$ cat src/pla_pkg.sv
// Shared types, constants and register codes for the pixel levels adjustment block.
package pla_pkg;

    localparam int SAMPLE_BITS_DEF = 16;
    localparam int PIX_W           = 16;
    localparam int LVL_W           = PIX_W + 1;
    localparam int PCT_W           = 10;
    localparam int SEL_W           = 2;
    localparam int CFG_IDX_W       = 3;
    localparam int CFG_DATA_W      = 16;
    localparam int NUM_LANES       = 3;

    // Percentage times level, and the reciprocal of one thousand used to scale it down.
    localparam int PROD_W    = PCT_W + PIX_W;
    localparam int DIV_SHIFT = PROD_W + 10;
    localparam int RECIP_W   = 27;
    localparam logic [RECIP_W-1:0] DIV_RECIP =
        RECIP_W'(((64'd1 << DIV_SHIFT) + 64'd999) / 64'd1000);

    localparam logic [CFG_IDX_W-1:0] REG_MAX_LEVEL = 3'd0;
    localparam logic [CFG_IDX_W-1:0] REG_BLACK     = 3'd1;
    localparam logic [CFG_IDX_W-1:0] REG_WHITE     = 3'd2;
    localparam logic [CFG_IDX_W-1:0] REG_COLOR     = 3'd3;
    localparam logic [CFG_IDX_W-1:0] REG_CHAN_SEL  = 3'd4;

    localparam logic [SEL_W-1:0] SEL_RED   = 2'd0;
    localparam logic [SEL_W-1:0] SEL_GREEN = 2'd1;
    localparam logic [SEL_W-1:0] SEL_BLUE  = 2'd2;
    localparam logic [SEL_W-1:0] SEL_ALL   = 2'd3;

    localparam logic [PIX_W-1:0] MAX_LEVEL_RST = 16'd255;
    localparam logic [PCT_W-1:0] BLACK_RST     = 10'd0;
    localparam logic [PCT_W-1:0] WHITE_RST     = 10'd1000;
    localparam logic             COLOR_RST     = 1'b0;
    localparam logic [SEL_W-1:0] SEL_RST       = SEL_ALL;

    typedef struct packed {
        logic [PIX_W-1:0] top;
        logic [LVL_W-1:0] lo;
        logic [LVL_W-1:0] hi;
        logic [LVL_W-1:0] den;
        logic             color;
        logic [SEL_W-1:0] sel;
    } pla_cfg_t;

endpackage

$ cat src/pla_lane.sv
// One channel lane: classification, scaling multiply and a pipelined restoring divider.
module pla_lane #(
    parameter int SAMPLE_BITS = pla_pkg::SAMPLE_BITS_DEF
) (
    input  logic                   clk,
    input  logic [SAMPLE_BITS+2:0] advance,
    input  logic [SAMPLE_BITS-1:0] sample,
    input  pla_pkg::pla_cfg_t      cfg,
    input  logic                   adjust_en,
    output logic [SAMPLE_BITS-1:0] result
);
    import pla_pkg::*;

    localparam int S    = SAMPLE_BITS;
    localparam int DIV0 = 3;

    logic [S-1:0]   samp_a_reg;
    logic [S-1:0]   raw_b_reg, diff_b_reg;
    logic           le_b_reg, ge_b_reg;
    logic [S-1:0]   raw_c_reg;
    logic [2*S-1:0] num_c_reg;
    logic           le_c_reg, ge_c_reg;

    logic [S:0]     rem_reg [S];
    logic [S-1:0]   low_reg [S];
    logic [S-1:0]   quo_reg [S];
    logic [S-1:0]   raw_reg [S];
    logic           le_reg  [S];
    logic           ge_reg  [S];

    always_ff @(posedge clk)
    begin
        if (advance[0])
        begin
            samp_a_reg <= sample;
        end
        if (advance[1])
        begin
            raw_b_reg  <= samp_a_reg;
            le_b_reg   <= ({1'b0, samp_a_reg} <= cfg.lo[S:0]);
            ge_b_reg   <= ({1'b0, samp_a_reg} >= cfg.hi[S:0]);
            diff_b_reg <= samp_a_reg - cfg.lo[S-1:0];
        end
        if (advance[2])
        begin
            raw_c_reg <= raw_b_reg;
            le_c_reg  <= le_b_reg;
            ge_c_reg  <= ge_b_reg;
            num_c_reg <= (2*S)'(diff_b_reg) * (2*S)'(cfg.top[S-1:0]);
        end
    end

    // The quotient stays below the level maximum, so the upper half of the
    // numerator is already smaller than the divisor and one bit per stage suffices.
    for (genvar j = 0; j < S; j++)
    begin : g_div
        logic [S:0]   rem_in;
        logic [S-1:0] low_in;
        logic [S-1:0] quo_in;
        logic [S-1:0] raw_in;
        logic         le_in;
        logic         ge_in;
        logic [S+1:0] trial;
        logic [S+1:0] rem_sub;
        logic         fits;

        if (j == 0)
        begin : g_first
            assign rem_in = {1'b0, num_c_reg[2*S-1:S]};
            assign low_in = num_c_reg[S-1:0];
            assign quo_in = '0;
            assign raw_in = raw_c_reg;
            assign le_in  = le_c_reg;
            assign ge_in  = ge_c_reg;
        end
        else
        begin : g_next
            assign rem_in = rem_reg[j-1];
            assign low_in = low_reg[j-1];
            assign quo_in = quo_reg[j-1];
            assign raw_in = raw_reg[j-1];
            assign le_in  = le_reg[j-1];
            assign ge_in  = ge_reg[j-1];
        end

        assign trial   = {rem_in, low_in[S-1]};
        assign rem_sub = trial - {1'b0, cfg.den[S:0]};
        assign fits    = (trial >= {1'b0, cfg.den[S:0]});

        always_ff @(posedge clk)
        begin
            if (advance[DIV0+j])
            begin
                rem_reg[j] <= fits ? rem_sub[S:0] : trial[S:0];
                low_reg[j] <= low_in << 1;
                quo_reg[j] <= {quo_in[S-2:0], fits};
                raw_reg[j] <= raw_in;
                le_reg[j]  <= le_in;
                ge_reg[j]  <= ge_in;
            end
        end
    end

    always_comb
    begin
        if (!adjust_en)
        begin
            result = raw_reg[S-1];
        end
        else if (le_reg[S-1])
        begin
            result = '0;
        end
        else if (ge_reg[S-1])
        begin
            result = cfg.top[S-1:0];
        end
        else
        begin
            result = quo_reg[S-1];
        end
    end

endmodule

$ cat config.mk
export PLATFORM = sky130hd
export DESIGN_NAME = pla_lane
export DESIGN_NICKNAME = d
export VERILOG_FILES = /design/src/pla_pkg.sv /design/src/pla_lane.sv
export SDC_FILE = /design/constraint.sdc
export NUM_CORES = 2
export LEC_CHECK = 0
export BUFFER_PORTS_ARGS = -buffer_cell sky130_fd_sc_hd__buf_2
export CAP_MARGIN = 40
export CORE_UTILIZATION = 46
export DETAILED_ROUTE_END_ITERATION = 8
export GPL_ROUTABILITY_DRIVEN = 0
export PLACE_DENSITY = 0.66
export SLEW_MARGIN = 5
export SYNTH_ARGS = -nofsm -noshare
export SYNTH_HDL_FRONTEND = slang
export SYNTH_SLANG_ARGS = --single-unit
$ cat constraint.sdc
create_clock -name clk -period 8.5 [get_ports clk]
set_clock_uncertainty 0.05 [all_clocks]
set_input_delay 0.425 -clock clk [delete_from_list [all_inputs] [get_ports clk]]
set_output_delay 0.425 -clock clk [all_outputs]
set_load 0.01 [all_outputs]
### Word-level counts from Yosys, hierarchy flattened

Memory sizes are Yosys's and may differ from the RTL's.
Cells that the tools add are included.

* bits of input ports: 107
* logic and storage cells: 102
* memories: 6
* flip-flop bits (word level): 100
* output and inout port bits: 16
* memory bits (writable): 1056

* mux-type cells: 51
* multiply operators: 1
* magnitude comparators: 18
* $add $sub $neg: 17

Memories
* rem_reg: depth 16, bits a word 17, rd ports 15, clocked after Yosys merged registers in 0, write ports 16, RTL line pla_lane.sv:24 `logic [S:0] rem_reg [S];`
* quo_reg: depth 16, bits a word 16, rd ports 16, clocked after Yosys merged registers in 0, write ports 16, RTL line pla_lane.sv:26 `logic [S-1:0] quo_reg [S];`
* raw_reg: depth 16, bits a word 16, rd ports 16, clocked after Yosys merged registers in 0, write ports 16, RTL line pla_lane.sv:27 `logic [S-1:0] raw_reg [S];`
* low_reg: depth 16, bits a word 15, rd ports 15, clocked after Yosys merged registers in 0, write ports 16, RTL line pla_lane.sv:25 `logic [S-1:0] low_reg [S];`
* ge_reg: depth 16, bits a word 1, rd ports 16, clocked after Yosys merged registers in 0, write ports 16, RTL line pla_lane.sv:29 `logic ge_reg [S];`
* le_reg: depth 16, bits a word 1, rd ports 16, clocked after Yosys merged registers in 0, write ports 16, RTL line pla_lane.sv:28 `logic le_reg [S];`

Operators with widths (count)
* $mux 17: 16
* $sub 17x17->17: 16
* $ge 18x17->1: 15
* $mux 16: 3
* $mul 16x16->32: 1
* $mux 1: 32
* $ge 16x17->1: 1
* $ge 17x17->1: 1
* $le 16x17->1: 1
* $sub 16x16->16: 1

### Depth between registers and ports, before layout

An unclocked memory read counts as a cell.

* word-level depth: 4
* depth in mapped cells: 24
* gate-level depth less buffers: 23

### Worst setup path after synthesis

Ideal clock, no wire load.

* path type: input-to-reg
* start point: in cfg[63] (netlist name)
* end point: reg num_c_reg[31], data pin
* data required time: 8.191 ns
* slack: 2.222 ns
* buffers on the path: 2
* stages on the path: 24
* arrival time: 5.969 ns
* library setup time: 0.259 ns
* cell sequence: clkbuf_1 clkbuf_1 nand2_1 fa_1 inv_1 fa_1 inv_1 fa_1 inv_1 fa_1 fa_1 inv_1 fa_1 inv_1 ha_1 nand2_1 nand4b_1 a311oi_1 nor2_1 o41ai_2 o31ai_1 o21ai_0 o21ai_1 xnor2_1

* longest elaborated chain between the ends: 1

RTL lines
* start, declared: RTL line pla_lane.sv:8 `input pla_pkg::pla_cfg_t cfg,`
* $mul 16x16->32: RTL line pla_lane.sv:49 `num_c_reg <= (2*S)'(diff_b_reg) * (2*S)'(cfg.top[S-1:0]);`
* end signal, assigned: RTL line pla_lane.sv:49
* end, declared: RTL line pla_lane.sv:21 `logic [2*S-1:0] num_c_reg;`

Every way passes these cells.
A chain may end at the register's enable or synchronous reset.

### Final worst setup path

* start point: reg diff_b_reg[6]
* end point: reg num_c_reg[28], data pin

* longest elaborated chain between the ends: 1

RTL lines
* start, declared: RTL line pla_lane.sv:18 `logic [S-1:0] raw_b_reg, diff_b_reg;`
* start signal, assigned: RTL line pla_lane.sv:42 `diff_b_reg <= samp_a_reg - cfg.lo[S-1:0];`
* $mul 16x16->32: RTL line pla_lane.sv:49

Every way passes these cells.

==> results.ini <==
[worst_setup_path]
slowest_stage = edfxtp_1
critPathArrivalTime_ns = 7.47
slowest_delay_ns = 0.66
worst_setup_path_end_kind = flop
crit_fanout = 16
cp_cell_sequence = and2_1, fa_1, inv_1, fa_1, fa_1, inv_1, fa_1, fa_1, inv_1, fa_1, inv_1, ha_1, a21oi_1, nand2_1, a2111oi_1, o31ai_1, a21oi_1, o21ai_1, a41oi_1, xnor2_1
worstReg2RegStart = diff_b_reg[6]
rr_worst_depth = 20
r2r_end = num_c_reg[28]
reg2reg_slack_ns = 1.38
path_common_cell = fa_1
crit_type = flop to flop
start_kind = flop
critPathRequiredTime_ns = 8.85

[die]
start_util_pct = 46.5
core-area_um2 = 111000
die-area_um2 = 113000
die_x_um = 336
core.rowCount = 122
die_y_um = 336
io_pins = 123

[route]
dr.pass1.iters = 5
ant_nets = 0
drt-total-wl_um = 102000
drc = 0
num_vias = 31003
post_drt_wl_per_cell_um = 17.4
vias_per_cell = 5.32
drt-initial-drc-count = 1874

[yosys]
synth_edf_count = 899
ys_types = 85
yosys.area.top_type = edfxtp_1
yosysTopAreaCellShare_pct = 52.5
ys_top_cells_by_area = edfxtp_1, ha_1, fa_1
yosysWarnings = 0
synth_fp_nets = 4789
syn_area_um2 = 51400
seq_area_frac_synth_pct = 52.5
netlist_instances = 4064
synth_seq_cells = 899
ys_async_sr_fraction_pct = 0
syn-mean-instance-area_um2 = 12.7
synthFlopType = edfxtp_1

[cells_and_area]
nFillCells = 9310
largest_register_ffs = 256
multi_input_area_um2 = 22700
seqCellArea_um2 = 27000
layout_commonest_cell = edfxtp_1
final_cell_mix = edfxtp_1, ha_1, inv_1
antennaDiodeCount = 0
area_growth_pct = 11.4
stdcell_area_um2 = 57300
fin_nets = 4984
drive_gt1_share_pct = 11.5

[run]
maxCapViolCount = 0

[global_routing]
overflow = 0
track_usage_pct = 18.1
grt_pass1_wl_um = 162000
antenna_found_initial = 1
grt_max_degree = 52
grt_pass1_vias = 31210

[cts]
cts.sinks = 899
cts_resized = 0
root_buffer = clkbuf_16
clock_latency_ns = 0.67
postCtsSetupBuffers = 0
cts-buffers-inserted = 92
clk_pin_slew_ns = 0.06
tritoncts = done
cts_htree_levels = 3
clk_path_buf_depth = 3

[timing]
max_freq_ghz = 0.140
slew_headroom_pct = 44.7
tightestPinTransition_ns = 0.830
finalCritPeriodShare_pct = 83.7
setup_ws_ns = 1.38
rsz0062_at_grt = false
tns_ns = 0
timing.final.hold_violations = 0
setup_viol = 0
report.final.slew_viol_count = 0
finalCriticalPeriod_ns = 7.12

[place]
dpl_cell_area_um2 = 54000
port_buffers = 119
pre_cts_ws_ns = 1.50
hpwlAfterDp_um = 72900

[min_path]
hold-path-endpoint = diff_b_reg[0]
hold_start = cfg[37]
hp-class = input pin to flop
worstHoldPathCells = 3

[run_status]
outcome = finished clean

==> cells by family (layout without fill, tap and decap cells) <==
group	count (synthesis)	after routing	share of synthesized area, %
and+or+nand+nor	911	911	8.56
DFF	899	899	52.5
AOI/OAI and AO/OA	761	761	9.41
adders and majority gates	618	618	18.1
buffers and inverters	457	729	3.46
xor gates and xnor gates	240	240	4.09
muxes	178	178	3.86
==> synthesized netlist by cell type (42+ instances only) <==
master    count
edfxtp_1    899
xnor2_1     161
nor2b_1      50
inv_1       377
a21o_1      106
clkbuf_1     59
mux2_2      138
fa_1        210
nand3_1      49
nand2_1     260
a21oi_1     241
ha_1        408
o21ai_0     142
and2_1      124
nand4_1      42
nor3_1       49
xor2_1       79
nor2_1      227
==> how the worst max path moves through the flow <==
stage / from / to / slack, ns / depth (start not counted)
2_1_floorplan: cfg[63] / num_c_reg[31] / 2.22 / 24
3_3_place_gp: diff_b_reg[6] / num_c_reg[28] / 1.58 / 20
3_5_place_dp: diff_b_reg[6] / num_c_reg[28] / 1.50 / 20
4_1_cts: diff_b_reg[6] / num_c_reg[28] / 1.46 / 20
5_1_grt: diff_b_reg[6] / num_c_reg[28] / 1.09 / 20
6_report: diff_b_reg[6] / num_c_reg[28] / 1.38 / 20
==> per-stage QoR <==
step,utilization (%),hold slack (ns),instances
after floorplan,-,0.350,4064
after global placement,48.6,0.351,5628
after detailed placement,48.8,0.355,5637
after CTS,51.7,0.0954,5824
after global routing,51.7,0.134,5824
final,51.7,0.139,5824
==> per-layer routing <==
metal	up-vias	global-route usage, %	share of wire, %
li1	15088	-	-
met1	15228	23.0	43
met2	542	31.7	50
met3	145	2.95	4.4
met4	0	5.25	2.4
met5	-	0	0
==> layout make-up <==
cell class              count  share of cell area (%)
clock buffers             102                    4.12
clock inverters            69                    1.34
inverters                 377                    2.47
multi-input cells        2708                    39.6
flip-flops and latches    899                    47.1
well taps                1488                    3.25
repair buffers            181                    2.08
==> worst max-delay path: cells and delay by family (launching register included) <==
kind,cells,cell delay [ns]
flops,1,0.66
fa+ha+maj,7,3.44
compound gates,6,2.01
simple gates,2,0.39
buf+inv,4,0.19
xor+xnor,1,0.10
==> timing repair <==
item,4_1_cts,5_1_grt
hold buffers,16,0
endpoints found under the setup margin,0,0
endpoints found under the hold margin,16,0
Power is not shown: default switching activity piles up to over one toggle a cycle in this logic, so the estimate is an artifact.
