### config.mk
export PLATFORM = sky130hd
export DESIGN_NAME = pla_cfg
export DESIGN_NICKNAME = d
export VERILOG_FILES = /design/src/pla_pkg.sv /design/src/pla_cfg.sv
export SDC_FILE = /design/constraint.sdc
export NUM_CORES = 2
export LEC_CHECK = 0
export ABC_AREA = 1
export ABC_CLOCK_PERIOD_IN_PS = 5000
export BUFFER_PORTS_ARGS = -buffer_cell sky130_fd_sc_hd__buf_2
export CAP_MARGIN = 30
export CORE_MARGIN = 5
export CORE_UTILIZATION = 38
export CTS_BUF_LIST = sky130_fd_sc_hd__clkbuf_2 sky130_fd_sc_hd__clkbuf_4 sky130_fd_sc_hd__clkbuf_8
export DETAILED_ROUTE_END_ITERATION = 8
export HOLD_SLACK_MARGIN = 0.15
export REMOVE_ABC_BUFFERS = 1
export SLEW_MARGIN = 20
export SYNTH_ARGS = -nofsm -noshare
export SYNTH_HDL_FRONTEND = slang
export SYNTH_SLANG_ARGS = --single-unit
### constraint.sdc
create_clock -name clk -period 5 [get_ports clk]
set_input_delay 1 -clock clk [delete_from_list [all_inputs] [get_ports clk]]
set_output_delay 1 -clock clk [all_outputs]
set_load 0.01 [all_outputs]
### src/pla_pkg.sv
// Shared types, constants and register codes for the pixel levels adjustment block.
package pla_pkg;

    localparam int SAMPLE_BITS_DEF = 16;
    localparam int PIX_W           = 16;
    localparam int LVL_W           = PIX_W + 1;
    localparam int PCT_W           = 10;
    localparam int SEL_W           = 2;
    localparam int CFG_IDX_W       = 3;
    localparam int CFG_DATA_W      = 16;
    localparam int NUM_LANES       = 3;

    // Percentage times level, and the reciprocal of one thousand used to scale it down.
    localparam int PROD_W    = PCT_W + PIX_W;
    localparam int DIV_SHIFT = PROD_W + 10;
    localparam int RECIP_W   = 27;
    localparam logic [RECIP_W-1:0] DIV_RECIP =
        RECIP_W'(((64'd1 << DIV_SHIFT) + 64'd999) / 64'd1000);

    localparam logic [CFG_IDX_W-1:0] REG_MAX_LEVEL = 3'd0;
    localparam logic [CFG_IDX_W-1:0] REG_BLACK     = 3'd1;
    localparam logic [CFG_IDX_W-1:0] REG_WHITE     = 3'd2;
    localparam logic [CFG_IDX_W-1:0] REG_COLOR     = 3'd3;
    localparam logic [CFG_IDX_W-1:0] REG_CHAN_SEL  = 3'd4;

    localparam logic [SEL_W-1:0] SEL_RED   = 2'd0;
    localparam logic [SEL_W-1:0] SEL_GREEN = 2'd1;
    localparam logic [SEL_W-1:0] SEL_BLUE  = 2'd2;
    localparam logic [SEL_W-1:0] SEL_ALL   = 2'd3;

    localparam logic [PIX_W-1:0] MAX_LEVEL_RST = 16'd255;
    localparam logic [PCT_W-1:0] BLACK_RST     = 10'd0;
    localparam logic [PCT_W-1:0] WHITE_RST     = 10'd1000;
    localparam logic             COLOR_RST     = 1'b0;
    localparam logic [SEL_W-1:0] SEL_RST       = SEL_ALL;

    typedef struct packed {
        logic [PIX_W-1:0] top;
        logic [LVL_W-1:0] lo;
        logic [LVL_W-1:0] hi;
        logic [LVL_W-1:0] den;
        logic             color;
        logic [SEL_W-1:0] sel;
    } pla_cfg_t;

endpackage

### src/pla_cfg.sv
// Configuration registers and the sequencer that derives the black and white levels.
module pla_cfg #(
    parameter int SAMPLE_BITS = pla_pkg::SAMPLE_BITS_DEF
) (
    input  logic                             clk,
    input  logic                             rst_n,
    input  logic                             cfg_we,
    input  logic [pla_pkg::CFG_IDX_W-1:0]    cfg_index,
    input  logic [pla_pkg::CFG_DATA_W-1:0]   cfg_data,
    output pla_pkg::pla_cfg_t                cfg,
    output logic                             busy
);
    import pla_pkg::*;

    localparam logic [PIX_W-1:0] SAMPLE_MAX = PIX_W'((32'd1 << SAMPLE_BITS) - 32'd1);
    localparam int SCALE_W = PROD_W + RECIP_W;

    localparam logic [1:0] ST_IDLE  = 2'd0;
    localparam logic [1:0] ST_MUL   = 2'd1;
    localparam logic [1:0] ST_SCALE = 2'd2;
    localparam logic [1:0] ST_DIFF  = 2'd3;

    logic [1:0]        state_reg, state_next;
    logic [PIX_W-1:0]  max_level_reg, max_level_next;
    logic [PCT_W-1:0]  black_reg, black_next;
    logic [PCT_W-1:0]  white_reg, white_next;
    logic              color_reg, color_next;
    logic [SEL_W-1:0]  sel_reg, sel_next;
    logic [PIX_W-1:0]  top_reg, top_next;
    logic [LVL_W-1:0]  lo_reg, lo_next;
    logic [LVL_W-1:0]  hi_reg, hi_next;
    logic [LVL_W-1:0]  den_reg, den_next;
    logic [PROD_W-1:0] prod_b_reg, prod_w_reg;
    logic [PIX_W-1:0]  top_eff;
    logic [SCALE_W-1:0] scaled_b, scaled_w;

    assign top_eff  = (max_level_reg > SAMPLE_MAX) ? SAMPLE_MAX : max_level_reg;
    // Multiplying by the reciprocal gives the exact floor of a division by one thousand.
    assign scaled_b = SCALE_W'(prod_b_reg) * SCALE_W'(DIV_RECIP);
    assign scaled_w = SCALE_W'(prod_w_reg) * SCALE_W'(DIV_RECIP);

    always_comb
    begin
        max_level_next = max_level_reg;
        black_next     = black_reg;
        white_next     = white_reg;
        color_next     = color_reg;
        sel_next       = sel_reg;
        top_next       = top_reg;
        lo_next        = lo_reg;
        hi_next        = hi_reg;
        den_next       = den_reg;
        state_next     = state_reg;

        case (state_reg)
            ST_MUL:
            begin
                top_next   = top_eff;
                state_next = ST_SCALE;
            end
            ST_SCALE:
            begin
                lo_next    = scaled_b[DIV_SHIFT +: LVL_W];
                hi_next    = scaled_w[DIV_SHIFT +: LVL_W];
                state_next = ST_DIFF;
            end
            ST_DIFF:
            begin
                den_next   = hi_reg - lo_reg;
                state_next = ST_IDLE;
            end
            default:
            begin
                state_next = ST_IDLE;
            end
        endcase

        if (cfg_we)
        begin
            // Any write restarts the derivation from the new register values.
            state_next = ST_MUL;
            case (cfg_index)
                REG_MAX_LEVEL: max_level_next = cfg_data[PIX_W-1:0];
                REG_BLACK:     black_next     = cfg_data[PCT_W-1:0];
                REG_WHITE:     white_next     = cfg_data[PCT_W-1:0];
                REG_COLOR:     color_next     = cfg_data[0];
                REG_CHAN_SEL:  sel_next       = cfg_data[SEL_W-1:0];
                default:       ;
            endcase
        end
    end

    // The derived levels reset to what the register reset values produce.
    always_ff @(posedge clk or negedge rst_n)
    begin
        if (!rst_n)
        begin
            state_reg     <= ST_IDLE;
            max_level_reg <= MAX_LEVEL_RST;
            black_reg     <= BLACK_RST;
            white_reg     <= WHITE_RST;
            color_reg     <= COLOR_RST;
            sel_reg       <= SEL_RST;
            top_reg       <= MAX_LEVEL_RST;
            lo_reg        <= '0;
            hi_reg        <= LVL_W'(MAX_LEVEL_RST);
            den_reg       <= LVL_W'(MAX_LEVEL_RST);
        end
        else
        begin
            state_reg     <= state_next;
            max_level_reg <= max_level_next;
            black_reg     <= black_next;
            white_reg     <= white_next;
            color_reg     <= color_next;
            sel_reg       <= sel_next;
            top_reg       <= top_next;
            lo_reg        <= lo_next;
            hi_reg        <= hi_next;
            den_reg       <= den_next;
        end
    end

    always_ff @(posedge clk)
    begin
        if (state_reg == ST_MUL)
        begin
            prod_b_reg <= PROD_W'(black_reg) * PROD_W'(top_eff);
            prod_w_reg <= PROD_W'(white_reg) * PROD_W'(top_eff);
        end
    end

    assign busy = (state_reg != ST_IDLE);
    assign cfg  = '{top: top_reg, lo: lo_reg, hi: hi_reg, den: den_reg,
                    color: color_reg, sel: sel_reg};

endmodule

Word-level counts from Yosys, hierarchy flattened:

Index checks and enable logic that the tools add are counted.

* bits in registers: 160
* output and inout port bits: 71
* logic and storage cells: 35

* $add $sub $neg: 1
* $mul: 4
* $lt $le $gt $ge: 1
* equality and inequality tests: 7
* multiplexer cells: 3
* reduce and logical (&&, ||, !) cells: 7

Operators with widths (number)
* 26-bit by 27-bit multiplier with 53-bit output (second input constant): 2
* 10-bit by 16-bit multiplier with 26-bit output: 2
* 17-bit subtractor: 1
* 16-bit > comparator (second input constant): 1
* 16-bit two-way mux: 1
* 2-bit AND reduction: 5
* 3-bit by 2-bit == test with 1-bit output (second input constant): 2
* 2-bit == test (second input constant): 2
* 2-bit one-hot mux with 2 select lines: 1
* 3-bit by 1-bit == test with 1-bit output (second input constant): 1
* 3-bit == test (second input constant): 1
* 3-bit logical NOT: 1
* 2-bit by 1-bit == test with 1-bit output (second input constant): 1
* 2-bit two-way mux: 1
* 2-bit nonzero test: 1

Longest topological paths before layout:

* depth after elaboration: 3
* gate-level depth with buffers: 29
* gate-level depth less buffers: 29

Worst setup path before layout:

No wires, ideal clock.

* path type: flip-flop to flip-flop
* start point: register prod_b_reg[15]
* end point: register lo_reg[12]
* arrival time: 5265 ps
* required time: 4883 ps
* slack: -382 ps
* stages on the path, launching flop included: 26
* buffers on the path: 0
* cell sequence: edfxtp_1 > inv_1 > ha_1 > fa_1 > inv_1 > fa_1 > inv_1 > fa_1 > inv_1 > fa_1 > fa_1 > inv_1 > fa_1 > inv_1 > ha_1 > nand2_1 > nor2_1 > inv_1 > o21ai_0 > nand2_1 > nand2_1 > nand2_1 > nand3_1 > nand2_1 > nand3_1 > nand2_1

* cells in the longest elaborated chain, start to end: 1

RTL lines
* from (decl): RTL line pla_cfg.sv:33 `logic [PROD_W-1:0] prod_b_reg, prod_w_reg;`
* from (signal assigned): RTL line pla_cfg.sv:128 `prod_b_reg <= PROD_W'(black_reg) * PROD_W'(top_eff);`
* 26-bit by 27-bit multiplier with 53-bit output: RTL line pla_cfg.sv:39 `assign scaled_b = SCALE_W'(prod_b_reg) * SCALE_W'(DIV_RECIP);`
* to (signal assigned): RTL line pla_cfg.sv:118 `lo_reg <= lo_next;`
* to (decl): RTL line pla_cfg.sv:30 `logic [LVL_W-1:0] lo_reg, lo_next;`

No other way between the ends.
A chain may end at the register's enable or synchronous reset.

Worst setup path in the final report:

* start point: register prod_b_reg[25]
* end point: register lo_reg[6]

The elaborated chain is that of the path after synthesis.

==> impl_metrics.ini <==
[yosys]
synth_edf_count = 52
synthFlopType = dfrtp_1
post_synth_inst_count = 4933
portion_of_synthesized_cell_area_occupied_by_the_leading_cell_type_pct = 32.0
synth_area_leader_cell = fa_1
avgSynthCellArea_um2 = 8.18
total_of_flip_flops_plus_latches_after_synthesis = 160
synth.top_cells.by_area = fa_1 32%, ha_1 21%, inv_1 13%
total_of_warnings_raised_by_yosys = 0
netlist_area_um2 = 40300
yosysUniqueCellTypes = 48
synth_async_sr_flop_share_pct = 67.5
synth_sequential_area_ratio_pct = 10.7

[final_layout]
layout-area-overhead-vs-synth_pct = 27.1
num-nets-final = 6928
diodes = 0
final_layout_size_suffix_gt1_share_pct = 26.4
layout.cells.most_common_list = 1311 x inv_1, 848 x nand2_1, 602 x ha_1
stdcell_count = 6986
fill_cells = 9934
layout_commonest_cell = inv_1

[critical_path]
timing_worst_setup_path_type = register to register
critical_path.max_fanout = 4
crit_startpoint = prod_b_reg[25]
timing.critical_path.from_type = register
cp_data_required_time_ps = 5480
cp.arrival_ps = 6020
setup.worst_path.end_class = register
worst_flop_to_flop_path_startpoint = prod_b_reg[25]

[die]
dieWidth_um = 336
fp.coreArea_um2 = 105000
die-height_um = 336
initial_core_util_pct = 38.3
ioPinCount = 93
num_rows = 119
dieArea_um2 = 113000

[global_routing]
grt_util_met1_pct = 30.6
first_global_vias = 35200
global_route_wire_length_before_repair_mm = 191
grt_use_met2_pct = 34.9
global_route.peak_usage_layer = met2
grt_antenna_before_repair = 1
globalRouteOverflowTotal = 0
grt_usage_pct = 21.3
grt_max_degree = 86
grtUsageMet3_pct = 2.47

[clocking]
cts-buffers-inserted = 17
clk_transition_reported_paths_ps = 120
cts-root-to-sink-buffers = 2
cts_sinks = 160
clock_tree.root_cell = clkbuf_8
ctsHtreeMaxLevel = 4
cts_tree = done
clk-insertion-delay-late_ps = 590

[placement]
globalplace.congestion = 0.935
dp.cells = 6843
port_buffer_count = 92
hpwl_mm = 100

[timing]
post-route-period-util_pct = 111
finalMaxSlewViolations = 0
max_slew_margin_pct = 44.2
setup_ws_ps = -538
tightest_slew_ps = 835
hold_viol = 0
finalSetupViolCount = 44
timing.fmax_mhz = 181
worst_clock_skew_ps = 27.3
unrepaired_setup_endpoints_after_global_routing = true
fin_crit_ps = 5540

[drt]
drt_first_pass_iters = 7
detail_route.wl_per_cell_um = 17.0
detailroute.via_count = 33200
vias_per_instance = 4.75
drc = 0
ant_nets = 0
routed_wl_mm = 119
first_iter_violations = 1829

[outcome]
status = finished, violations left
failed_checks = setup timing

[worst_hold_path]
min-delay-path-class = input port to async pin

[job]
maxCapViolCount = 0
[what timing repair did]
| action | 4_1_cts | 5_1_grt |
|---|---|---|
| hold buffers | 0 | 0 |
| buffers inserted | 43 | 73 |
| gates resized for setup | 431 | 439 |
| gates cloned | 0 | 2 |
| pin swaps | 183 | 252 |
| endpoints found under the setup margin | 55 | 66 |
[area by class of cell]
cell class	instances	area, µm²	share of cell area, %
flip-flops and latches	160	4330	8.44
inverters	1404	5280	10.3
repair buffers	720	5880	11.5
well taps	1391	1740	3.39
clock buffers	17	234	0.456
clock inverters	15	213	0.415
multi-input cells	3279	33600	65.5
[critical path: stages, from the launching register on]
cell and delay, ps:
edfxtp_1 430, fa_1 550, inv_1 50, fa_1 500, fa_1 520, inv_2 50
fa_1 450, fa_1 510, inv_2 40, fa_1 440, inv_1 90, fa_2 450
ha_4 340, nand2_4 90, nor2_4 110, buf_6 110, nand2_1 100, nor3_2 160
nand3_1 130, nand3_1 100, nand2_1 50, nand3_1 120, nand2_1 60
[layer usage]
metal  vias to the layer above  wire length, µm
met5                         -                0
met4                         0             2550
met3                       131             5680
met2                       742            55000
met1                     16200            55800
li1                      16100                -
[metrics by stage]
stage	util [%]	setup WS [ps]	cell area (µm²)	setup TNS, ps	hold WS [ps]
floorplan	-	-397	40000	-10300	474
global placement	43.9	-714	46300	-20190	456
detailed placement	44.0	-793	46300	-22400	456
CTS	46.4	-551	49000	-14820	475
global route	48.7	-749	51300	-26240	260
finish	48.7	-538	51300	-16150	280
[path summary, 6_finish.rpt]
check | slack (ps) | cells after the start | to
setup / recovery | -540 | 22 | lo_reg[6]
hold reg to reg | 470 | 2 | den_reg[2]
hold / removal | 280 | 1 | top_reg[11]
setup reg to reg | -540 | 22 | lo_reg[6]
max in group asynchronous | 3970 | 2 | den_reg[6]
min in group clk | 470 | 2 | den_reg[2]
[Yosys cell counts, types with 12 or more instances]
master / number
a21o_1: 13
a21oi_1: 177
a31oi_1: 12
clkbuf_1: 84
dfrtp_1: 68
dfstp_2: 40
edfxtp_1: 52
fa_1: 645
ha_1: 679
inv_1: 1396
mux2_2: 22
nand2_1: 999
nand3_1: 125
nand4_1: 52
nor2_1: 211
nor2_2: 16
nor3_1: 37
o21ai_0: 138
o21bai_1: 23
xnor2_1: 19
xor2_1: 38
[kinds of logic (layout without fill, tap and decap cells)]
| group | Yosys count | in the layout | synth area share [%] |
|---|---|---|---|
| xor+xnor | 57 | 57 | 1.24 |
| simple gates | 1483 | 1483 | 15.2 |
| buf+inv | 1494 | 2156 | 13.9 |
| fa+ha+maj | 1324 | 1324 | 53.1 |
| compound gates | 393 | 393 | 5.30 |
| flops | 160 | 160 | 10.7 |
| mux | 22 | 22 | 0.614 |
Power is left out: the tool's default activity adds up to more than one toggle a clock period on the data nets, which glitch-free logic cannot reach.
