<file path="config.mk">
export PLATFORM = sky130hd
export DESIGN_NAME = pla_merge
export DESIGN_NICKNAME = d
export VERILOG_FILES = /design/src/pla_pkg.sv /design/src/pla_merge.sv
export SDC_FILE = /design/constraint.sdc
export NUM_CORES = 1
export LEC_CHECK = 0
export BUFFER_PORTS_ARGS = -buffer_cell sky130_fd_sc_hd__buf_2
export CAP_MARGIN = 40
export CELL_PAD_IN_SITES_DETAIL_PLACEMENT = 0
export CELL_PAD_IN_SITES_GLOBAL_PLACEMENT = 1
export CORE_ASPECT_RATIO = 1.2
export CORE_MARGIN = 3
export CORE_UTILIZATION = 36
export CTS_CLUSTER_DIAMETER = 200
export DETAILED_ROUTE_END_ITERATION = 6
export PLACE_DENSITY = 0.89
export SLEW_MARGIN = 20
export SYNTH_ARGS = -nofsm -noshare
export SYNTH_HDL_FRONTEND = slang
export SYNTH_SLANG_ARGS = --single-unit
</file>
<file path="constraint.sdc">
create_clock -name clk -period 1.36 [get_ports clk]
set_input_delay 0.204 -clock clk [delete_from_list [all_inputs] [get_ports clk]]
set_output_delay 0.204 -clock clk [all_outputs]
set_load 0.02 [all_outputs]
</file>
<file path="src/pla_pkg.sv">
// Shared types, constants and register codes for the pixel levels adjustment block.
package pla_pkg;

    localparam int SAMPLE_BITS_DEF = 16;
    localparam int PIX_W           = 16;
    localparam int LVL_W           = PIX_W + 1;
    localparam int PCT_W           = 10;
    localparam int SEL_W           = 2;
    localparam int CFG_IDX_W       = 3;
    localparam int CFG_DATA_W      = 16;
    localparam int NUM_LANES       = 3;

    // Percentage times level, and the reciprocal of one thousand used to scale it down.
    localparam int PROD_W    = PCT_W + PIX_W;
    localparam int DIV_SHIFT = PROD_W + 10;
    localparam int RECIP_W   = 27;
    localparam logic [RECIP_W-1:0] DIV_RECIP =
        RECIP_W'(((64'd1 << DIV_SHIFT) + 64'd999) / 64'd1000);

    localparam logic [CFG_IDX_W-1:0] REG_MAX_LEVEL = 3'd0;
    localparam logic [CFG_IDX_W-1:0] REG_BLACK     = 3'd1;
    localparam logic [CFG_IDX_W-1:0] REG_WHITE     = 3'd2;
    localparam logic [CFG_IDX_W-1:0] REG_COLOR     = 3'd3;
    localparam logic [CFG_IDX_W-1:0] REG_CHAN_SEL  = 3'd4;

    localparam logic [SEL_W-1:0] SEL_RED   = 2'd0;
    localparam logic [SEL_W-1:0] SEL_GREEN = 2'd1;
    localparam logic [SEL_W-1:0] SEL_BLUE  = 2'd2;
    localparam logic [SEL_W-1:0] SEL_ALL   = 2'd3;

    localparam logic [PIX_W-1:0] MAX_LEVEL_RST = 16'd255;
    localparam logic [PCT_W-1:0] BLACK_RST     = 10'd0;
    localparam logic [PCT_W-1:0] WHITE_RST     = 10'd1000;
    localparam logic             COLOR_RST     = 1'b0;
    localparam logic [SEL_W-1:0] SEL_RST       = SEL_ALL;

    typedef struct packed {
        logic [PIX_W-1:0] top;
        logic [LVL_W-1:0] lo;
        logic [LVL_W-1:0] hi;
        logic [LVL_W-1:0] den;
        logic             color;
        logic [SEL_W-1:0] sel;
    } pla_cfg_t;

endpackage

</file>
<file path="src/pla_merge.sv">
// Output stage that gathers the three lane results into one adjusted pixel.
module pla_merge #(
    parameter int SAMPLE_BITS = pla_pkg::SAMPLE_BITS_DEF
) (
    input  logic                     clk,
    input  logic                     load,
    input  logic                     color,
    input  logic [SAMPLE_BITS-1:0]   lane_res [pla_pkg::NUM_LANES],
    output logic [pla_pkg::PIX_W-1:0] red_or_gray_out,
    output logic [pla_pkg::PIX_W-1:0] green_out,
    output logic [pla_pkg::PIX_W-1:0] blue_out
);
    import pla_pkg::*;

    logic [PIX_W-1:0] red_reg, green_reg, blue_reg;

    // A gray pixel carries nothing in the green and blue fields.
    always_ff @(posedge clk)
    begin
        if (load)
        begin
            red_reg   <= PIX_W'(lane_res[0]);
            green_reg <= color ? PIX_W'(lane_res[1]) : '0;
            blue_reg  <= color ? PIX_W'(lane_res[2]) : '0;
        end
    end

    assign red_or_gray_out = red_reg;
    assign green_out       = green_reg;
    assign blue_out        = blue_reg;

endmodule

</file>
# == Yosys cells after proc, flatten, opt, wreduce, memory -nomap -nowiden ==
# Index checks and enable logic that the tools add are counted.
# word_totals
input_bits,51
out_inout_bits,48
regBits,48
wordCells,3

# == Logic depth before layout (Yosys ltp) ==
# Gate-level depths: netlist of the first run.
# logic_depth
depth_word,0
mapped_depth,2
mapped_depth_nobuf,1

# == Worst setup path after synthesis of the first run ==
# OpenSTA, ideal clock, no wires.
# synth_timing
path_kind,input -> register
start,input color
end,"register blue_reg[0], in the netlist blue_out[0], data pin"
n_path_buf,1
arrival_time_ns,0.483
cell_stages,2
setup_ns,0.256
required_ns,1.104
slack_ns,0.621
cell_sequence,clkbuf_2 -> and2_2
# synth_rtl
element,line,rtl
from (decl),pla_merge.sv:7,"input logic color,"
to (signal assigned),pla_merge.sv:24,blue_reg <= color ? PIX_W'(lane_res[2]) : '0;
to (decl),pla_merge.sv:15,"logic [PIX_W-1:0] red_reg, green_reg, blue_reg;"
# No word-level cell between the ends.

# == Final worst setup path of the first run ==
# layout_timing
start,"register green_reg[14], in the netlist green_out[14]"
end,output green_out[14] in the netlist's numbering
# layout_rtl
element,line,rtl
from (decl),pla_merge.sv:15,
from (signal assigned),pla_merge.sv:23,green_reg <= color ? PIX_W'(lane_res[1]) : '0;
to (decl),pla_merge.sv:10,"output logic [pla_pkg::PIX_W-1:0] green_out,"
# No word-level cell between the ends.

==> summary.md, run 1 <==
| Metric | Value |
|---|---|
| Cells after DPL | `235` |
| Critical-path cell list | `buf_2` |
| PnR worst setup slack | `288.5 ps` |
| Resized Gates After CTS | `0` |
| Detailed placement HPWL | `2.557 mm` |
| Pwr per Cell Area | `1275 nW/um^2` |
| Area contributors post-synth | `edfxtp_1, and2_2, clkbuf_2` |
| IO buf count | `98` |
| Xor/xnor share of the synthesized area | `0%` |
| Max transition margin | `73.04%` |
| Row cnt | `26` |
| Die Width | `68.67 microns` |
| Critical Path Fanout Max | `1` |
| Grt total ovfl | `0` |
| Register area | `1441 sq um` |
| Ys Warns | `0` |
| Setup crit end kind | `output pin` |
| Crit path DAT | `870 ps` |
| I/O pin cnt | `99` |
| Setup-failing EPs final | `0` |
| Synth Area in Simple Gates | `14.16%` |
| Share of post-route cells with drive strength above 1 | `73.80%` |
| DR WL/cell | `13.91 microns` |
| CP top delay family | `flip-flops` |
| Sequential-to-total area share from yosys stat | `84.96%` |
| Final period util | `78.79%` |
| Slowest stage cell, crit path | `edfxtp_1` |
| Clk buf depth | `2` |
| RSZ-0062 raised after global routing | `no` |
| Avg Cell Area, Syn | `20.44 sq um` |
| Global-route wire length before repair | `4.726 mm` |
| Die area | `5576 sq um` |
| Compound-Gate Fraction of Synth Area | `0%` |
| WHS | `81.43 ps` |
| Finished Layout Cells | `243` |
| Layout area overhead | `38.50%` |
| Worst Setup Start Kind | `flop` |
| Vias | `1,067` |
| Core region area | `4392 sq um` |
| First-pass DRT Iterations | `3` |
| Nets | `237` |
| Peak supply drop | `621.9 uV` |
| Syn_nets | `134` |
| Final RePlAce weighted congestion | `0.6670` |
| Largest family of logic cells by synthesized area | `simple AND/OR/NAND/NOR gates` |
| Share of the synthesized area in the top cell type | `84.96%` |
| Starting density of the core | `38.63%` |
| # diodes | `0` |
| Final Total Pwr | `2996 uW` |
| Multiplexer share of the synthesized area | `0%` |
| Cts bufs inserted | `5` |
| Vias in the first global route | `995` |
| Number of setup buffers added after CTS | `0` |
| Area leader, netlist | `edfxtp_1` |
| WS Path Type | `flop to output pin` |
| Clk sinks | `48` |
| Slew Viols, Final | `0` |
| Initial antenna violation count | `0` |
| CTS H-tree depth | `2` |
| CP bufs+invs | `1` |
| Final hold vios | `0` |
| Hold path cells | `1` |
| CP peak stage delay | `390 ps` |
| Largest net degree at the start of global routing | `49` |
| Root buf cell | `clkbuf_8` |
| Leak Pwr | `0.001006 uW` |
| CTS tree | `built` |
| Register bit count reported by yosys | `48` |
| Multi-input gate area | `240.2 sq um` |
| Antenna viol nets, final | `0` |
| Synth Area in Adders | `0%` |
| Outcome | `complete, no violations` |
| Minimum clock period | `1072 ps` |
| Vert. Die Dim | `81.20 microns` |
| Final setup TNS | `0 ps` |
| Slew @ Worst Pin | `404.4 ps` |
| Worst slack at placement | `382.3 ps` |
| Critical path data required time | `1160 ps` |
| DRC violations left | `0` |
| Fmax | `933.3 MHz` |
| Total Wirelength | `3.379 mm` |
| Cell count along the critical path | `1` |
| Filler Cell Count | `392` |
| Drt initial violations | `62` |
| Hold/Removal Path Class | `input pin to flop` |
| Synth Cell Area | `1697 sq um` |
| Max cap viols | `0` |
| Synth cell types | `3` |
| GRT Resource Usage Total | `12.06%` |
| Worst-path clk slew | `80 ps` |
| Vias per Instance | `4.391` |
| Syn Inst Count | `83` |
| Hold buffers post-CTS | `0` |
-- layout by cell type (no fill, tap or decap) --
master       n
buf_2       98
edfxtp_1    48
and2_2      32
clkbuf_8     5
clkinvlp_4   2
clkinv_1     1
buf_12       1
-- through the flow --
step           cell area (sq um)  util [%]
2_1_floorplan               1697         -
4_1_cts                     2350     53.50
3_3_place_gp                2262     51.51
5_1_grt                     2350     53.50
3_5_place_dp                2262     51.51
6_report                    2350     53.50
-- layer usage --
metal	track usage (%)	vias to the layer above	wire (microns)
li1	-	501	-
met1	12.49	487	1207
met2	20.44	74	1561
met3	6.362	5	563
met4	4.175	0	45
met5	0	-	0
-- final timing paths --
path                                        end                        start  slack (ps)
setup / recovery                  green_out[14]  green_out[14]$_SDFFCE_PN0P_         290
hold / removal    red_or_gray_out[14]$_DFFE_PP_                 lane_res[46]          80
-- cells by family after synthesis --
logic type,Yosys count
buf+inv,3
flops,48
simple gates,32
-- Yosys cell counts, drive strengths merged --
cell type,instances
edfxtp,48
clkbuf,3
and2,32
-- registers in the layout, summed over array words and instances (netlist names) --
name and flops:
red_or_gray_out 16, blue_out 16, green_out 16
-- power breakdown --
| part | leakage, uW | switching (uW) | total, uW | internal [uW] |
|---|---|---|---|---|
| combinational | 0.000503 | 249 | 411 | 162 |
| clock | 0.0000378 | 449 | 804 | 355 |
| sequential | 0.000465 | 25.7 | 1780 | 1750 |
-- final cells by class --
cell class / count / share of cell area, %
clock inverter: 3 / 0.7987
multi-input combinational: 32 / 10.22
timing repair buffer: 99 / 21.73
clock buffer: 5 / 2.929
tap: 56 / 2.982
sequential: 48 / 61.34
(Power assumes the default switching activity.)
==> inputs of run 2 (changes only) <==
--- a/config.mk
+++ b/config.mk
@@ -11,10 +11,10 @@
 export CELL_PAD_IN_SITES_GLOBAL_PLACEMENT = 1
 export CORE_ASPECT_RATIO = 1.2
 export CORE_MARGIN = 3
-export CORE_UTILIZATION = 36
+export CORE_UTILIZATION = 33
 export CTS_CLUSTER_DIAMETER = 200
 export DETAILED_ROUTE_END_ITERATION = 6
-export PLACE_DENSITY = 0.89
+export PLACE_DENSITY = 0.83
 export SLEW_MARGIN = 20
 export SYNTH_ARGS = -nofsm -noshare
 export SYNTH_HDL_FRONTEND = slang
==> constraint.sdc (replaced) <==
create_clock -name clk -period 1.1 [get_ports clk]
set_input_delay 0.165 -clock clk [delete_from_list [all_inputs] [get_ports clk]]
set_output_delay 0.165 -clock clk [all_outputs]
set_load 0.02 [all_outputs]
==> summary.md, run 2 (same netlist as run 1, synthesis figures left out) <==
| Metric | Value |
|---|---|
| Slew Viols, Final | `0 (unchanged)` |
| CP peak stage delay | `390 ps (about the same)` |
| Die area | `6041 sq um (was 5576 sq um)` |
| DRC violations left | `0 (unchanged)` |
| Resized Gates After CTS | `0 (unchanged)` |
| IO buf count | `98 (unchanged)` |
| Setup crit end kind | `output pin (unchanged)` |
| CP bufs+invs | `1 (unchanged)` |
| Final hold vios | `0 (unchanged)` |
| Minimum clock period | `1019 ps` |
| Layout area overhead | `40.27% (was 38.50%)` |
| # diodes | `0 (unchanged)` |
| Highest-count cells in the layout ignoring fill and taps | `buf_2, edfxtp_1, and2_2 (unchanged)` |
| Grt total ovfl | `0 (unchanged)` |
| Drt initial violations | `50 (was 62)` |
| Peak supply drop | `780.1 uV (was 621.9 uV)` |
| Internal power | `3054 uW (was 2272 uW)` |
| DR WL/cell | `13.80 microns (was 13.91 microns)` |
| RSZ-0062 raised after global routing | `no (unchanged)` |
| Number of setup buffers added after CTS | `0 (unchanged)` |
| Max cap viols | `0 (unchanged)` |
| Initial antenna violation count | `0 (unchanged)` |
| Antenna viol nets, final | `0 (unchanged)` |
| Logic pwr share | `12.8% (was 13.7%)` |
| Pwr per Cell Area | `1668 nW/um^2 (was 1275 nW/um^2)` |
| Clk sinks | `48 (unchanged)` |
| Critical path data required time | `940 ps (was 1160 ps)` |
| Sequential power share | `55.5% (was 59.4%)` |
| Total Wirelength | `3.380 mm (was 3.379 mm)` |
| Leak Pwr | `0.001023 uW (was 0.001006 uW)` |
| Setup-failing EPs final | `0 (unchanged)` |
| Final period util | `92.59%` |
| Die Width | `71.46 microns (was 68.67 microns)` |
| Crit path DAT | `850 ps (was 870 ps)` |
| Starting density of the core | `35.62% (was 38.63%)` |
| GRT Resource Usage Total | `11.62% (was 12.06%)` |
| Worst-path clk slew | `90 ps (was 80 ps)` |
| Vias | `1,015 (was 1,067)` |
| First-pass DRT Iterations | `3 (unchanged)` |
| Critical-path cell list | `buf_2 (unchanged)` |
| Clock power share | `31.8% (was 26.8%)` |
| Fmax | `981.8 MHz` |
| CTS H-tree depth | `2 (unchanged)` |
| I/O pin cnt | `99 (unchanged)` |
| Psw | `914.2 uW (was 724.0 uW)` |
| Commonest non-fill, non-tap cell in the layout | `buf_2 (unchanged)` |
| WS Path Type | `flop to output pin (unchanged)` |
| Worst Setup Start Kind | `flop (unchanged)` |
| Global-route wire length before repair | `5.264 mm (was 4.726 mm)` |
| Row cnt | `27 (was 26)` |
| Max transition margin | `76.21% (was 73.04%)` |
| CTS tree | `built (unchanged)` |
| CP top delay family | `flip-flops (unchanged)` |
| Share of post-route cells with drive strength above 1 | `74.33% (was 73.80%)` |
| Final RePlAce weighted congestion | `0.6752 (was 0.6670)` |
| Vias in the first global route | `1,120 (was 995)` |
| Final setup TNS | `0 ps (unchanged)` |
| WHS | `38.32 ps (was 81.43 ps)` |
| Hold/Removal Path Class | `input pin to flop (unchanged)` |
| Slew @ Worst Pin | `356.9 ps (was 404.4 ps)` |
| Hold buffers post-CTS | `0 (unchanged)` |
| Critical Path Fanout Max | `1 (unchanged)` |
| Largest net degree at the start of global routing | `49 (unchanged)` |
| Vert. Die Dim | `84.55 microns (was 81.20 microns)` |
| Vias per Instance | `4.143 (was 4.391)` |
| Cts bufs inserted | `5 (unchanged)` |
| Clk buf depth | `2 (unchanged)` |
| Slowest stage cell, crit path | `edfxtp_1 (unchanged)` |
| Root buf cell | `clkbuf_8 (unchanged)` |
| Sw frac | `23.04% (was 24.17%)` |
| Nets | `237 (unchanged)` |
| Outcome | `complete, no violations (unchanged)` |
| Core region area | `4763 sq um (was 4392 sq um)` |
==> run 2: changes by cell type in the layout (fill, tap and decap cells not counted) <==
cell	previous run	this run
bufinv_16	0	1
clkinv_1	1	0
inv_6	0	1
clkinvlp_4	2	1
==> run 2: path summary, 6_finish.rpt <==
| kind | slack [ps] | startpoint | end | cells past startpoint |
|---|---|---|---|---|
| min | 40 | lane_res[39] | red_or_gray_out[7]$_DFFE_PP_ | 1 |
| max | 80 | blue_out[6]$_SDFFCE_PN0P_ | blue_out[6] | 1 |
==> run 2: metal layers <==
layer  vias up  share of wire, %  global-route usage (%)
met5         -                 0                       0
met4         0               2.8                   6.838
met3         9                10                   4.311
met2        58                54                   20.82
met1       448                33                   11.03
li1        500                 -                       -
==> run 2: power groups by stage <==
stage | clock network [uW] | logic (uW) | registers (uW)
floorplan | 0 | 60.5 | 2440
CTS | 1310 | 518 | 2200
finish | 1260 | 507 | 2200
detailed placement | 0 | 517 | 2250
global route | 1410 | 547 | 2210
global placement | 0 | 513 | 2240
==> run 2: final cells by class <==
type                    instances  area (sq um)
flip-flops and latches         48          1441
repair buffers                 99         510.5
fillers                       415          2384
clock inverters                 3         46.29
multi-input cells              32         240.2
clock buffers                   5         68.82
well taps                      58         72.57
==> run 2: per-stage QoR <==
| step | setup WS, ps | area, sq um | util [%] | total power [uW] | cells |
|---|---|---|---|---|---|
| after floorplan | 399.9 | 1697 | - | 2501 | 83 |
| after global placement | 203.7 | 2265 | 47.54 | 2751 | 237 |
| after detailed placement | 205.4 | 2265 | 47.54 | 2762 | 237 |
| after CTS | 71.20 | 2380 | 49.96 | 4035 | 245 |
| after global routing | 38.01 | 2380 | 49.96 | 4166 | 245 |
| final | 81.48 | 2380 | 49.96 | 3969 | 245 |
